File: src/scc_pkg.sv
// shared constants, types and helpers for the sector cache controller
`default_nettype none

package scc_pkg;

  // cache geometry
  localparam int SLOTS    = 64;
  localparam int LANES    = (SLOTS >= 8) ? 8 : SLOTS;
  localparam int ROWS     = SLOTS / LANES;
  localparam int SLOT_W   = $clog2(SLOTS);
  localparam int LANE_W   = (LANES > 1) ? $clog2(LANES) : 1;
  localparam int ROW_W    = (ROWS > 1) ? $clog2(ROWS) : 1;

  // sector numbers on the ports and as stored tags
  localparam int SECTOR_W    = 32;
  localparam int SECTOR_BITS = 32;
  localparam int TAG_W       = SECTOR_BITS;

  // command codes
  localparam logic [1:0] CMD_READ  = 2'd0;
  localparam logic [1:0] CMD_WRITE = 2'd1;
  localparam logic [1:0] CMD_FLUSH = 2'd2;

  typedef enum logic [1:0] {
    RD_LOOKUP,
    RD_HAND,
    RD_SCAN
  } rd_sel_e;

  typedef enum logic [1:0] {
    EMIT_HIT,
    EMIT_MISS,
    EMIT_FLUSH,
    EMIT_EMPTY
  } emit_kind_e;

  typedef struct packed {
    logic       lk_start;
    logic       lk_step;
    logic       sw_step;
    rd_sel_e    rd_sel;
    logic       emit;
    emit_kind_e emit_kind;
    logic       fl_start;
    logic       fl_next;
  } scc_cmd_t;

  typedef struct packed {
    logic out_free;
    logic hit;
    logic lk_miss;
    logic victim_found;
    logic any_dirty;
    logic scan_dirty;
    logic scan_row_end;
    logic scan_last;
  } scc_status_t;

  function automatic logic [SLOT_W-1:0] slot_of(input logic [ROW_W-1:0] row,
                                                 input logic [LANE_W-1:0] lane);
    slot_of = SLOT_W'(SLOT_W'(row) * SLOT_W'(LANES)) + SLOT_W'(lane);
  endfunction

endpackage

`default_nettype wire

File: src/scc_ram.sv
// generic single write port ram with registered read
`default_nettype none

module scc_ram #(
  parameter int WIDTH = 32,
  parameter int DEPTH = 8
) (
  input  wire logic                                   clk_i,
  input  wire logic                                   we_i,
  input  wire logic [((DEPTH > 1) ? $clog2(DEPTH) : 1)-1:0] waddr_i,
  input  wire logic [WIDTH-1:0]                       wdata_i,
  input  wire logic [((DEPTH > 1) ? $clog2(DEPTH) : 1)-1:0] raddr_i,
  output logic      [WIDTH-1:0]                       rdata_o
);

  logic [WIDTH-1:0] mem_q [DEPTH];
  logic [WIDTH-1:0] rdata_q;

  always_ff @(posedge clk_i) begin
    if (we_i) begin
      mem_q[waddr_i] <= wdata_i;
    end
    rdata_q <= mem_q[raddr_i];
  end

  assign rdata_o = rdata_q;

endmodule

`default_nettype wire

File: src/scc_dp.sv
// datapath: tag rams, slot state bits, clock hand, scan counters, result register
`default_nettype none

module scc_dp (
  input  wire logic                          clk_i,
  input  wire logic                          rst_ni,
  input  wire logic [1:0]                    command_i,
  input  wire logic [scc_pkg::SECTOR_W-1:0]  sector_i,
  input  wire scc_pkg::scc_cmd_t             cmd_i,
  output scc_pkg::scc_status_t               status_o,
  input  wire logic                          out_ready_i,
  output logic                               out_valid_o,
  output logic      [scc_pkg::SLOT_W-1:0]    slot_o,
  output logic                               hit_o,
  output logic                               writeback_o,
  output logic      [scc_pkg::SECTOR_W-1:0]  writeback_sector_o,
  output logic                               fill_o,
  output logic                               last_o
);

  import scc_pkg::*;

  // per-slot state, arranged as rows of lanes
  logic [ROWS-1:0][LANES-1:0] valid_q, valid_d;
  logic [ROWS-1:0][LANES-1:0] dirty_q, dirty_d;
  logic [ROWS-1:0][LANES-1:0] ref_q, ref_d;
  logic [ROWS-1:0][LANES-1:0] dv;
  logic [ROWS-1:0][LANES-1:0] scan_oh;

  logic [ROW_W-1:0]  hrow_q, hrow_d, nrow;
  logic [LANE_W-1:0] hlane_q, hlane_d, nlane;

  logic [ROW_W-1:0]  row_q, row_d;
  logic [ROW_W-1:0]  cmp_row_q;
  logic              cmp_valid_q;
  logic [LANES-1:0]  match;
  logic [LANE_W-1:0] match_lane;
  logic [SLOT_W-1:0] hit_slot_q;

  logic [ROW_W-1:0]  srow_q, srow_d;
  logic [LANE_W-1:0] slane_q, slane_d;

  logic [TAG_W-1:0]  tag_q;
  logic              wr_q;

  logic [ROW_W-1:0]  raddr;
  logic [TAG_W-1:0]  rd_data [LANES];

  logic              out_valid_q;
  logic [SLOT_W-1:0] slot_q;
  logic              hit_q, wb_q, fill_q, last_q;
  logic [SECTOR_W-1:0] wbs_q;

  // ram read address
  always_comb begin
    case (cmd_i.rd_sel)
      RD_LOOKUP: raddr = row_q;
      RD_SCAN:   raddr = srow_q;
      default:   raddr = hrow_q;
    endcase
  end

  for (genvar l = 0; l < LANES; l++) begin : g_lane
    scc_ram #(
      .WIDTH (TAG_W),
      .DEPTH (ROWS)
    ) u_tag_ram (
      .clk_i   (clk_i),
      .we_i    (cmd_i.emit && cmd_i.emit_kind == EMIT_MISS && hlane_q == LANE_W'(l)),
      .waddr_i (hrow_q),
      .wdata_i (tag_q),
      .raddr_i (raddr),
      .rdata_o (rd_data[l])
    );
  end

  // tag compare on the row read last cycle
  always_comb begin
    match_lane = '0;
    for (int l = 0; l < LANES; l++) begin
      match[l] = valid_q[cmp_row_q][l] && (rd_data[l] == tag_q);
    end
    for (int l = LANES - 1; l >= 0; l--) begin
      if (match[l]) begin
        match_lane = LANE_W'(l);
      end
    end
  end

  // next hand position
  always_comb begin
    if (hlane_q == LANE_W'(LANES - 1)) begin
      nlane = '0;
      nrow  = (hrow_q == ROW_W'(ROWS - 1)) ? '0 : hrow_q + 1'b1;
    end else begin
      nlane = hlane_q + 1'b1;
      nrow  = hrow_q;
    end
  end

  always_comb begin
    dv = valid_q & dirty_q;
    for (int r = 0; r < ROWS; r++) begin
      for (int l = 0; l < LANES; l++) begin
        scan_oh[r][l] = (srow_q == ROW_W'(r)) && (slane_q == LANE_W'(l));
      end
    end
  end

  assign status_o.out_free     = !out_valid_q || out_ready_i;
  assign status_o.hit          = cmp_valid_q && (|match);
  assign status_o.lk_miss      = cmp_valid_q && !(|match) && (cmp_row_q == ROW_W'(ROWS - 1));
  assign status_o.victim_found = !valid_q[nrow][nlane] || !ref_q[nrow][nlane];
  assign status_o.any_dirty    = |dv;
  assign status_o.scan_dirty   = dv[srow_q][slane_q];
  assign status_o.scan_row_end = (slane_q == LANE_W'(LANES - 1));
  // lower slots were already cleared in this flush
  assign status_o.scan_last    = ((dv & ~scan_oh) == '0);

  // state bit and counter updates
  always_comb begin
    valid_d = valid_q;
    dirty_d = dirty_q;
    ref_d   = ref_q;
    hrow_d  = hrow_q;
    hlane_d = hlane_q;
    row_d   = row_q;
    srow_d  = srow_q;
    slane_d = slane_q;

    if (cmd_i.lk_start) begin
      row_d = '0;
    end else if (cmd_i.lk_step && row_q != ROW_W'(ROWS - 1)) begin
      row_d = row_q + 1'b1;
    end

    if (cmd_i.sw_step) begin
      hrow_d  = nrow;
      hlane_d = nlane;
      if (!status_o.victim_found) begin
        ref_d[nrow][nlane] = 1'b0;
      end
    end

    if (cmd_i.fl_start) begin
      srow_d  = '0;
      slane_d = '0;
    end else if (cmd_i.fl_next) begin
      if (slane_q == LANE_W'(LANES - 1)) begin
        slane_d = '0;
        srow_d  = srow_q + 1'b1;
      end else begin
        slane_d = slane_q + 1'b1;
      end
    end

    if (cmd_i.emit) begin
      case (cmd_i.emit_kind)
        EMIT_HIT: begin
          ref_d[hit_slot_q[SLOT_W-1:LANE_W]][hit_slot_q[LANE_W-1:0]] = 1'b1;
          if (wr_q) begin
            dirty_d[hit_slot_q[SLOT_W-1:LANE_W]][hit_slot_q[LANE_W-1:0]] = 1'b1;
          end
        end
        EMIT_MISS: begin
          valid_d[hrow_q][hlane_q] = 1'b1;
          dirty_d[hrow_q][hlane_q] = wr_q;
          ref_d[hrow_q][hlane_q]   = 1'b1;
        end
        EMIT_FLUSH: begin
          dirty_d[srow_q][slane_q] = 1'b0;
        end
        default: begin
        end
      endcase
    end
  end

  always_ff @(posedge clk_i or negedge rst_ni) begin
    if (!rst_ni) begin
      valid_q     <= '0;
      dirty_q     <= '0;
      ref_q       <= '0;
      hrow_q      <= '0;
      hlane_q     <= '0;
      row_q       <= '0;
      srow_q      <= '0;
      slane_q     <= '0;
      cmp_valid_q <= 1'b0;
      out_valid_q <= 1'b0;
    end else begin
      valid_q     <= valid_d;
      dirty_q     <= dirty_d;
      ref_q       <= ref_d;
      hrow_q      <= hrow_d;
      hlane_q     <= hlane_d;
      row_q       <= row_d;
      srow_q      <= srow_d;
      slane_q     <= slane_d;
      cmp_valid_q <= cmd_i.lk_step && !cmd_i.lk_start;
      if (cmd_i.emit) begin
        out_valid_q <= 1'b1;
      end else if (out_ready_i) begin
        out_valid_q <= 1'b0;
      end
    end
  end

  // payload registers
  always_ff @(posedge clk_i) begin
    if (cmd_i.lk_start) begin
      tag_q <= TAG_W'(sector_i);
      wr_q  <= (command_i == CMD_WRITE);
    end
    if (cmd_i.lk_step) begin
      cmp_row_q <= row_q;
    end
    if (status_o.hit) begin
      hit_slot_q <= slot_of(cmp_row_q, match_lane);
    end
    if (cmd_i.emit) begin
      case (cmd_i.emit_kind)
        EMIT_HIT: begin
          slot_q <= hit_slot_q;
          hit_q  <= 1'b1;
          wb_q   <= 1'b0;
          wbs_q  <= '0;
          fill_q <= 1'b0;
          last_q <= 1'b1;
        end
        EMIT_MISS: begin
          slot_q <= slot_of(hrow_q, hlane_q);
          hit_q  <= 1'b0;
          wb_q   <= dv[hrow_q][hlane_q];
          wbs_q  <= dv[hrow_q][hlane_q] ? SECTOR_W'(rd_data[hlane_q]) : '0;
          fill_q <= 1'b1;
          last_q <= 1'b1;
        end
        EMIT_FLUSH: begin
          slot_q <= slot_of(srow_q, slane_q);
          hit_q  <= 1'b0;
          wb_q   <= 1'b1;
          wbs_q  <= SECTOR_W'(rd_data[slane_q]);
          fill_q <= 1'b0;
          last_q <= status_o.scan_last;
        end
        default: begin
          slot_q <= '0;
          hit_q  <= 1'b0;
          wb_q   <= 1'b0;
          wbs_q  <= '0;
          fill_q <= 1'b0;
          last_q <= 1'b1;
        end
      endcase
    end
  end

  assign out_valid_o        = out_valid_q;
  assign slot_o             = slot_q;
  assign hit_o              = hit_q;
  assign writeback_o        = wb_q;
  assign writeback_sector_o = wbs_q;
  assign fill_o             = fill_q;
  assign last_o             = last_q;

`ifndef NO_ASSERTIONS
  // valid slots never share a tag
  a_unique_match: assert property (@(posedge clk_i) disable iff (!rst_ni)
    cmp_valid_q |-> $onehot0(match))
    else $error("more than one valid slot matches the tag");

  a_emit_loads: assert property (@(posedge clk_i) disable iff (!rst_ni)
    cmd_i.emit |=> out_valid_q)
    else $error("emitted word not held in the result register");
`endif

endmodule

`default_nettype wire

File: src/scc_ctrl.sv
// controller state machine for lookup, clock sweep and flush sequencing
`default_nettype none

module scc_ctrl (
  input  wire logic                 clk_i,
  input  wire logic                 rst_ni,
  input  wire logic                 in_valid_i,
  output logic                      in_ready_o,
  input  wire logic [1:0]           command_i,
  input  wire scc_pkg::scc_status_t status_i,
  output scc_pkg::scc_cmd_t         cmd_o
);

  import scc_pkg::*;

  localparam logic [3:0] S_IDLE     = 4'd0;
  localparam logic [3:0] S_LOOKUP   = 4'd1;
  localparam logic [3:0] S_HIT      = 4'd2;
  localparam logic [3:0] S_SWEEP    = 4'd3;
  localparam logic [3:0] S_VREAD    = 4'd4;
  localparam logic [3:0] S_VEMIT    = 4'd5;
  localparam logic [3:0] S_FL_ROW   = 4'd6;
  localparam logic [3:0] S_FL_SCAN  = 4'd7;
  localparam logic [3:0] S_FL_EMPTY = 4'd8;

  logic [3:0] state_q, state_d;
  logic       accept;

  assign in_ready_o = (state_q == S_IDLE);
  assign accept     = in_valid_i && in_ready_o;

  always_comb begin
    state_d   = state_q;
    cmd_o     = '0;
    cmd_o.rd_sel    = RD_HAND;
    cmd_o.emit_kind = EMIT_HIT;

    unique case (state_q)
      S_IDLE: begin
        if (accept) begin
          if (command_i == CMD_READ || command_i == CMD_WRITE) begin
            cmd_o.lk_start = 1'b1;
            state_d        = S_LOOKUP;
          end else if (command_i == CMD_FLUSH) begin
            cmd_o.fl_start = 1'b1;
            state_d        = status_i.any_dirty ? S_FL_ROW : S_FL_EMPTY;
          end
        end
      end
      S_LOOKUP: begin
        cmd_o.lk_step = 1'b1;
        cmd_o.rd_sel  = RD_LOOKUP;
        if (status_i.hit) begin
          state_d = S_HIT;
        end else if (status_i.lk_miss) begin
          state_d = S_SWEEP;
        end
      end
      S_HIT: begin
        if (status_i.out_free) begin
          cmd_o.emit      = 1'b1;
          cmd_o.emit_kind = EMIT_HIT;
          state_d         = S_IDLE;
        end
      end
      S_SWEEP: begin
        cmd_o.sw_step = 1'b1;
        if (status_i.victim_found) begin
          state_d = S_VREAD;
        end
      end
      S_VREAD: begin
        state_d = S_VEMIT;
      end
      S_VEMIT: begin
        if (status_i.out_free) begin
          cmd_o.emit      = 1'b1;
          cmd_o.emit_kind = EMIT_MISS;
          state_d         = S_IDLE;
        end
      end
      S_FL_ROW: begin
        cmd_o.rd_sel = RD_SCAN;
        state_d      = S_FL_SCAN;
      end
      S_FL_SCAN: begin
        cmd_o.rd_sel = RD_SCAN;
        if (status_i.scan_dirty) begin
          if (status_i.out_free) begin
            cmd_o.emit      = 1'b1;
            cmd_o.emit_kind = EMIT_FLUSH;
            if (status_i.scan_last) begin
              state_d = S_IDLE;
            end else begin
              cmd_o.fl_next = 1'b1;
              state_d       = status_i.scan_row_end ? S_FL_ROW : S_FL_SCAN;
            end
          end
        end else begin
          cmd_o.fl_next = 1'b1;
          state_d       = status_i.scan_row_end ? S_FL_ROW : S_FL_SCAN;
        end
      end
      S_FL_EMPTY: begin
        if (status_i.out_free) begin
          cmd_o.emit      = 1'b1;
          cmd_o.emit_kind = EMIT_EMPTY;
          state_d         = S_IDLE;
        end
      end
      default: begin
        state_d = S_IDLE;
      end
    endcase
  end

  always_ff @(posedge clk_i or negedge rst_ni) begin
    if (!rst_ni) begin
      state_q <= S_IDLE;
    end else begin
      state_q <= state_d;
    end
  end

`ifndef NO_ASSERTIONS
  a_emit_room: assert property (@(posedge clk_i) disable iff (!rst_ni)
    cmd_o.emit |-> status_i.out_free)
    else $error("word emitted while the result register is occupied");
`endif

endmodule

`default_nettype wire

File: src/sector_cache_clock_replacement.sv
// top level of the sector cache tag and clock replacement controller
//
//   channel | handshake                 | word
//   in      | in_valid_i / in_ready_o   | command_i, sector_i
//   out     | out_valid_o / out_ready_i | slot_o, hit_o, writeback_o,
//           |                           | writeback_sector_o, fill_o, last_o
//
// one item at a time: a lookup reads a row of eight tags per cycle; a hit loads its word
// once its row has been compared; a miss scans every row, then steps the clock hand to
// a victim and reads its row, loading a writeback of the victim's tag if it was dirty.
// a flush loads a word per dirty slot up to the last; an empty flush loads one word.
// reset clears valid, dirty and reference bits and the hand at once; tags need no clearing.
// a full result register stalls each word's load until taken; intake waits for idle.
`default_nettype none

module sector_cache_clock_replacement (
  input  wire logic                          clk_i,
  input  wire logic                          rst_ni,
  input  wire logic                          in_valid_i,
  output logic                               in_ready_o,
  input  wire logic [1:0]                    command_i,
  input  wire logic [scc_pkg::SECTOR_W-1:0]  sector_i,
  output logic                               out_valid_o,
  input  wire logic                          out_ready_i,
  output logic      [scc_pkg::SLOT_W-1:0]    slot_o,
  output logic                               hit_o,
  output logic                               writeback_o,
  output logic      [scc_pkg::SECTOR_W-1:0]  writeback_sector_o,
  output logic                               fill_o,
  output logic                               last_o
);

  import scc_pkg::*;

  scc_cmd_t    cmd;
  scc_status_t status;

  scc_ctrl u_ctrl (
    .clk_i      (clk_i),
    .rst_ni     (rst_ni),
    .in_valid_i (in_valid_i),
    .in_ready_o (in_ready_o),
    .command_i  (command_i),
    .status_i   (status),
    .cmd_o      (cmd)
  );

  scc_dp u_dp (
    .clk_i              (clk_i),
    .rst_ni             (rst_ni),
    .command_i          (command_i),
    .sector_i           (sector_i),
    .cmd_i              (cmd),
    .status_o           (status),
    .out_ready_i        (out_ready_i),
    .out_valid_o        (out_valid_o),
    .slot_o             (slot_o),
    .hit_o              (hit_o),
    .writeback_o        (writeback_o),
    .writeback_sector_o (writeback_sector_o),
    .fill_o             (fill_o),
    .last_o             (last_o)
  );

endmodule

`default_nettype wire
File: config.mk
export PLATFORM = sky130hd
export DESIGN_NAME = sector_cache_clock_replacement
export DESIGN_NICKNAME = d
export VERILOG_FILES = /design/src/scc_pkg.sv /design/src/scc_ram.sv /design/src/scc_dp.sv /design/src/scc_ctrl.sv /design/src/sector_cache_clock_replacement.sv
export SDC_FILE = /design/constraint.sdc
export NUM_CORES = 2
export LEC_CHECK = 0
export ABC_AREA = 1
export ABC_CLOCK_PERIOD_IN_PS = 19600
export CAP_MARGIN = 20
export CORE_ASPECT_RATIO = 0.9
export CORE_MARGIN = 2
export CORE_UTILIZATION = 36
export DETAILED_ROUTE_END_ITERATION = 12
export DONT_BUFFER_PORTS = 1
export SLEW_MARGIN = 20
export SYNTH_ARGS = -nofsm -noshare
export SYNTH_HDL_FRONTEND = slang
export SYNTH_HIERARCHICAL = 1
export SYNTH_SLANG_ARGS = --single-unit
export TNS_END_PERCENT = 10
File: constraint.sdc
create_clock -name clk_i -period 19.6 [get_ports clk_i]
set_input_delay 3.92 -clock clk_i [delete_from_list [all_inputs] [get_ports clk_i]]
set_output_delay 3.92 -clock clk_i [all_outputs]
set_load 0.05 [all_outputs]
==> summary.txt <==
Clock network
  • Root Buffer: clkbuf_16
  • Clock Latency Late Sink: 0.92 ns
  • Worst-path clk slew: 0.06 ns
  • CTS resizes: 0
  • CTS tree: built
  • # H-tree levels: 5
  • CTS Buf Count: 283
  • Post CTS Setup Buffer Count: 0
  • Sink Count: 2601
  • Clk buf depth: 4
  • Cts hold-fix bufs: 0

Worst setup path
  • WP data arrival: roughly 8 ns
  • CP max FO: 44
  • Reg2reg start: u_dp/srow_q[2]
  • Worst Setup SP: out_ready_i
  • CP Class: in2reg
  • Reg2reg end: u_dp/g_lane[1].u_tag_ram/mem_q[1][25]
  • Worst Setup Start Kind: input port
  • R2R setup slack: around 12 ns
  • Worst EP required: 20.08 ns
  • Register-to-Register Path Depth: 18
  • Crit path to: u_dp/g_lane[1].u_tag_ram/mem_q[1][25]
  • Worst Setup End Kind: register

Timing
  • Slew margin rel.: 18.6%
  • Worst-Margin Slew: 1.21 ns
  • Min Tclk post-route: 7.61 ns
  • Fin. Hold Viols: 0
  • Clock skew: between 0.1 and 0.15 ns
  • Count of final setup violators: 0
  • Max Clk Rate: 131 MHz
  • Final period utilization: 38.8%
  • RSZ-0062 raised after global routing: no
  • Setup TNS: 0 ns
  • Max Slew Vio Count: 0

GRT
  • GRT overflow: 0
  • Largest net degree at the start of global routing: 214
  • First-pass GRT wire length: 625000 µm
  • Vias in the first global route: between 80000 and 90000
  • Total track usage: 25.4%
  • Initial antenna violation count: 25

Synth
  • Main flop type after synthesis: edfxtp_1
  • EDFF count, synth: 2132
  • Register area share after synthesis: 61.6%
  • Post-Syn Nets: 13137
  • Fraction of registers with async set/reset: 8.19%
  • Seq cells post-synth: 2601
  • Post-synthesis cell count: 13073
  • Yosys cell types: 59
  • Synthesis Warnings: 6
  • Synth Area per Inst: 9.25 µm²
  • Synthesized area: 121000 µm²

Detailed routing
  • DRC errors left: 0
  • Top routing layer in use: met4
  • Via count: 90957
  • Final WL: 447000 µm
  • Wire per inst: 25.4 µm
  • Antenna violation net count after detailed routing: 0
  • Post-DR vias/cell: 5.16
  • Met1 wire length: about 180000 µm
  • DR WL met2: between 150000 and 200000 µm
  • Drt first pass iters: 6
  • Initial DRC count: approximately 13000
  • Met3 WL post-DR: 46600 µm

Hold path
  • Worst min-delay path class: reg2reg

Placement
  • Hpwl dp: 283000 µm
  • IO Port Bufs: 0
  • Placed Cells incl. Taps: 17107
  • Gpl congestion: 1.04

Floorplanning
  • Die W: roughly 620 µm
  • Die span in y: 554 µm
  • # IOs: 82
  • Starting Density: 36.2%
  • # rows: 201
  • Die Area: 341000 µm²
  • Core region area: around 330000 µm²

Flow run
  • MaxCap Viol Count: 0

Final layout
  • Layout area overhead: 11.0%
  • Flip-flop and latch area: around 74000 µm²
  • Final nets: 12998
  • Final std cells w/o fill: 17625
  • # fillers: around 33000
  • Ratio of cells with drive above 1 in the final layout: 5.99%
  • Area of the multi-input gates: 33800 µm²

Power and ir drop
  • Peak supply drop: about 0.13 mV
  • Static leakage: 58.7 nW
  • Pwr dens: 146 nW/µm²

Status
  • Status: complete, no violations
kinds of logic after synthesis:
group | synth area share (%)
AOI/OAI and AO/OA | 4.50
xor gates and xnor gates | 1.34
adders and majority gates | 0.269
buffers and inverters | 11.0
DFF | 61.6
muxes | 0.00827
and+or+nand+nor | 21.4
final cells by class:
cell class	count	area share, %
well taps	4466	4.16
inverters	2581	7.24
clock buffers	394	5.95
flip-flops and latches	2601	55.5
clock inverters	102	0.683
diodes	14	0.0261
multi-input cells	7281	25.2
repair buffers	186	1.27
through the flow:
stage	area [µm²]	power [mW]	utilization (%)	setup WS (ns)	hold slack (ns)
finish	134000	19.5	40.2	12.00	0.469
CTS	134000	19.4	40.2	12.10	0.468
global placement	125000	14.2	37.5	11.23	0.454
detailed placement	125000	14.1	37.5	11.18	0.455
global route	134000	20.2	40.2	11.88	0.491
floorplan	121000	11.3	-	10.71	0.424
synthesized netlist by cell type, drive strengths merged, types with 10 or more instances:
cell | n | share of area, %
nand2 | 4270 | 13
inv | 2572 | 8.0
edfxtp | 2132 | 53
nand3 | 1272 | 5.5
nor2 | 410 | 1.3
buf | 393 | 2.3
o21ai | 280 | 1.2
dfxtp | 256 | 4.2
o22ai | 221 | 1.1
clkbuf | 217 | 0.67
dfrtp | 213 | 4.4
a21oi | 119 | 0.49
xnor2 | 117 | 0.85
nand4 | 114 | 0.59
xor2 | 68 | 0.49
nor3 | 48 | 0.20
a22oi | 41 | 0.25
a22o | 36 | 0.26
o211ai | 36 | 0.22
nand3b | 35 | 0.22
o31ai | 33 | 0.20
nor4 | 30 | 0.16
o21bai | 29 | 0.18
o2111ai | 28 | 0.20
ha | 26 | 0.27
a221oi | 21 | 0.15
o221ai | 10 | 0.072
worst min-delay path by stage:
stage | from | to | slack [ns] | cells past startpoint
2_1_floorplan | u_dp/cmp_row_q[1] | u_dp/hit_slot_q[4] | 0.42 | 0
3_3_place_gp | u_dp/ref_q[11] | u_dp/ref_q[11] | 0.45 | 2
3_5_place_dp | u_dp/ref_q[41] | u_dp/ref_q[41] | 0.45 | 2
4_1_cts | u_dp/ref_q[41] | u_dp/ref_q[41] | 0.47 | 2
5_1_grt | u_dp/ref_q[28] | u_dp/ref_q[28] | 0.49 | 2
6_report | u_dp/ref_q[12] | u_dp/ref_q[12] | 0.47 | 2
cells in the final DEF (no fill, tap or decap), types with 210 or more instances in the layout:
cell type / netlist / routed
edfxtp_1: 2132 / 2132
nor2_1: 396 / 328
inv_1: 2541 / 2534
dfxtp_1: 256 / 256
o22ai_1: 221 / 221
nand2_1: 4255 / 4254
clkbuf_16: 0 / 295
o21ai_0: 273 / 272
nand3_1: 1216 / 1212
dfrtp_1: 213 / 210
sequential cells by signal, summed over array words and instances (netlist names), 3 cells and up:
name	flops
u_dp/slane_q	3
u_dp/tag_q	32
u_dp/ref_q	64
u_dp/g_lane.u_tag_ram/mem_q	2048
u_dp/row_q	3
u_dp/cmp_row_q	3
u_dp/hit_slot_q	6
u_dp/g_lane.u_tag_ram/rdata_o	256
u_dp/valid_q	64
u_dp/srow_q	3
u_dp/dirty_q	64
u_dp/hrow_q	3
u_ctrl/state_q	4
u_dp/hlane_q	3
u_dp/writeback_sector_o	32
u_dp/slot_o	6
power by group:
part	internal [mW]	switching [mW]
registers	6.47	0.993
clock network	3.00	2.23
logic	1.57	5.28
critical path, cell delays in order:
cell and delay (ns):
inv_1 0.05, nand2_1 0.20, inv_1 0.20, nor2_4 0.13
buf_4 0.65, nand2_2 0.60, buf_4 0.49, nor3_1 0.49
nand2_1 0.37, nor2_4 0.89
metal layers:
layer	vias to the layer above	GRT usage [%]
met5	-	0
met4	0	12.7
met3	989	5.24
met2	4845	37.5
met1	43688	35.5
li1	41435	-
No activity file was read; power rests on OpenSTA's default activity.
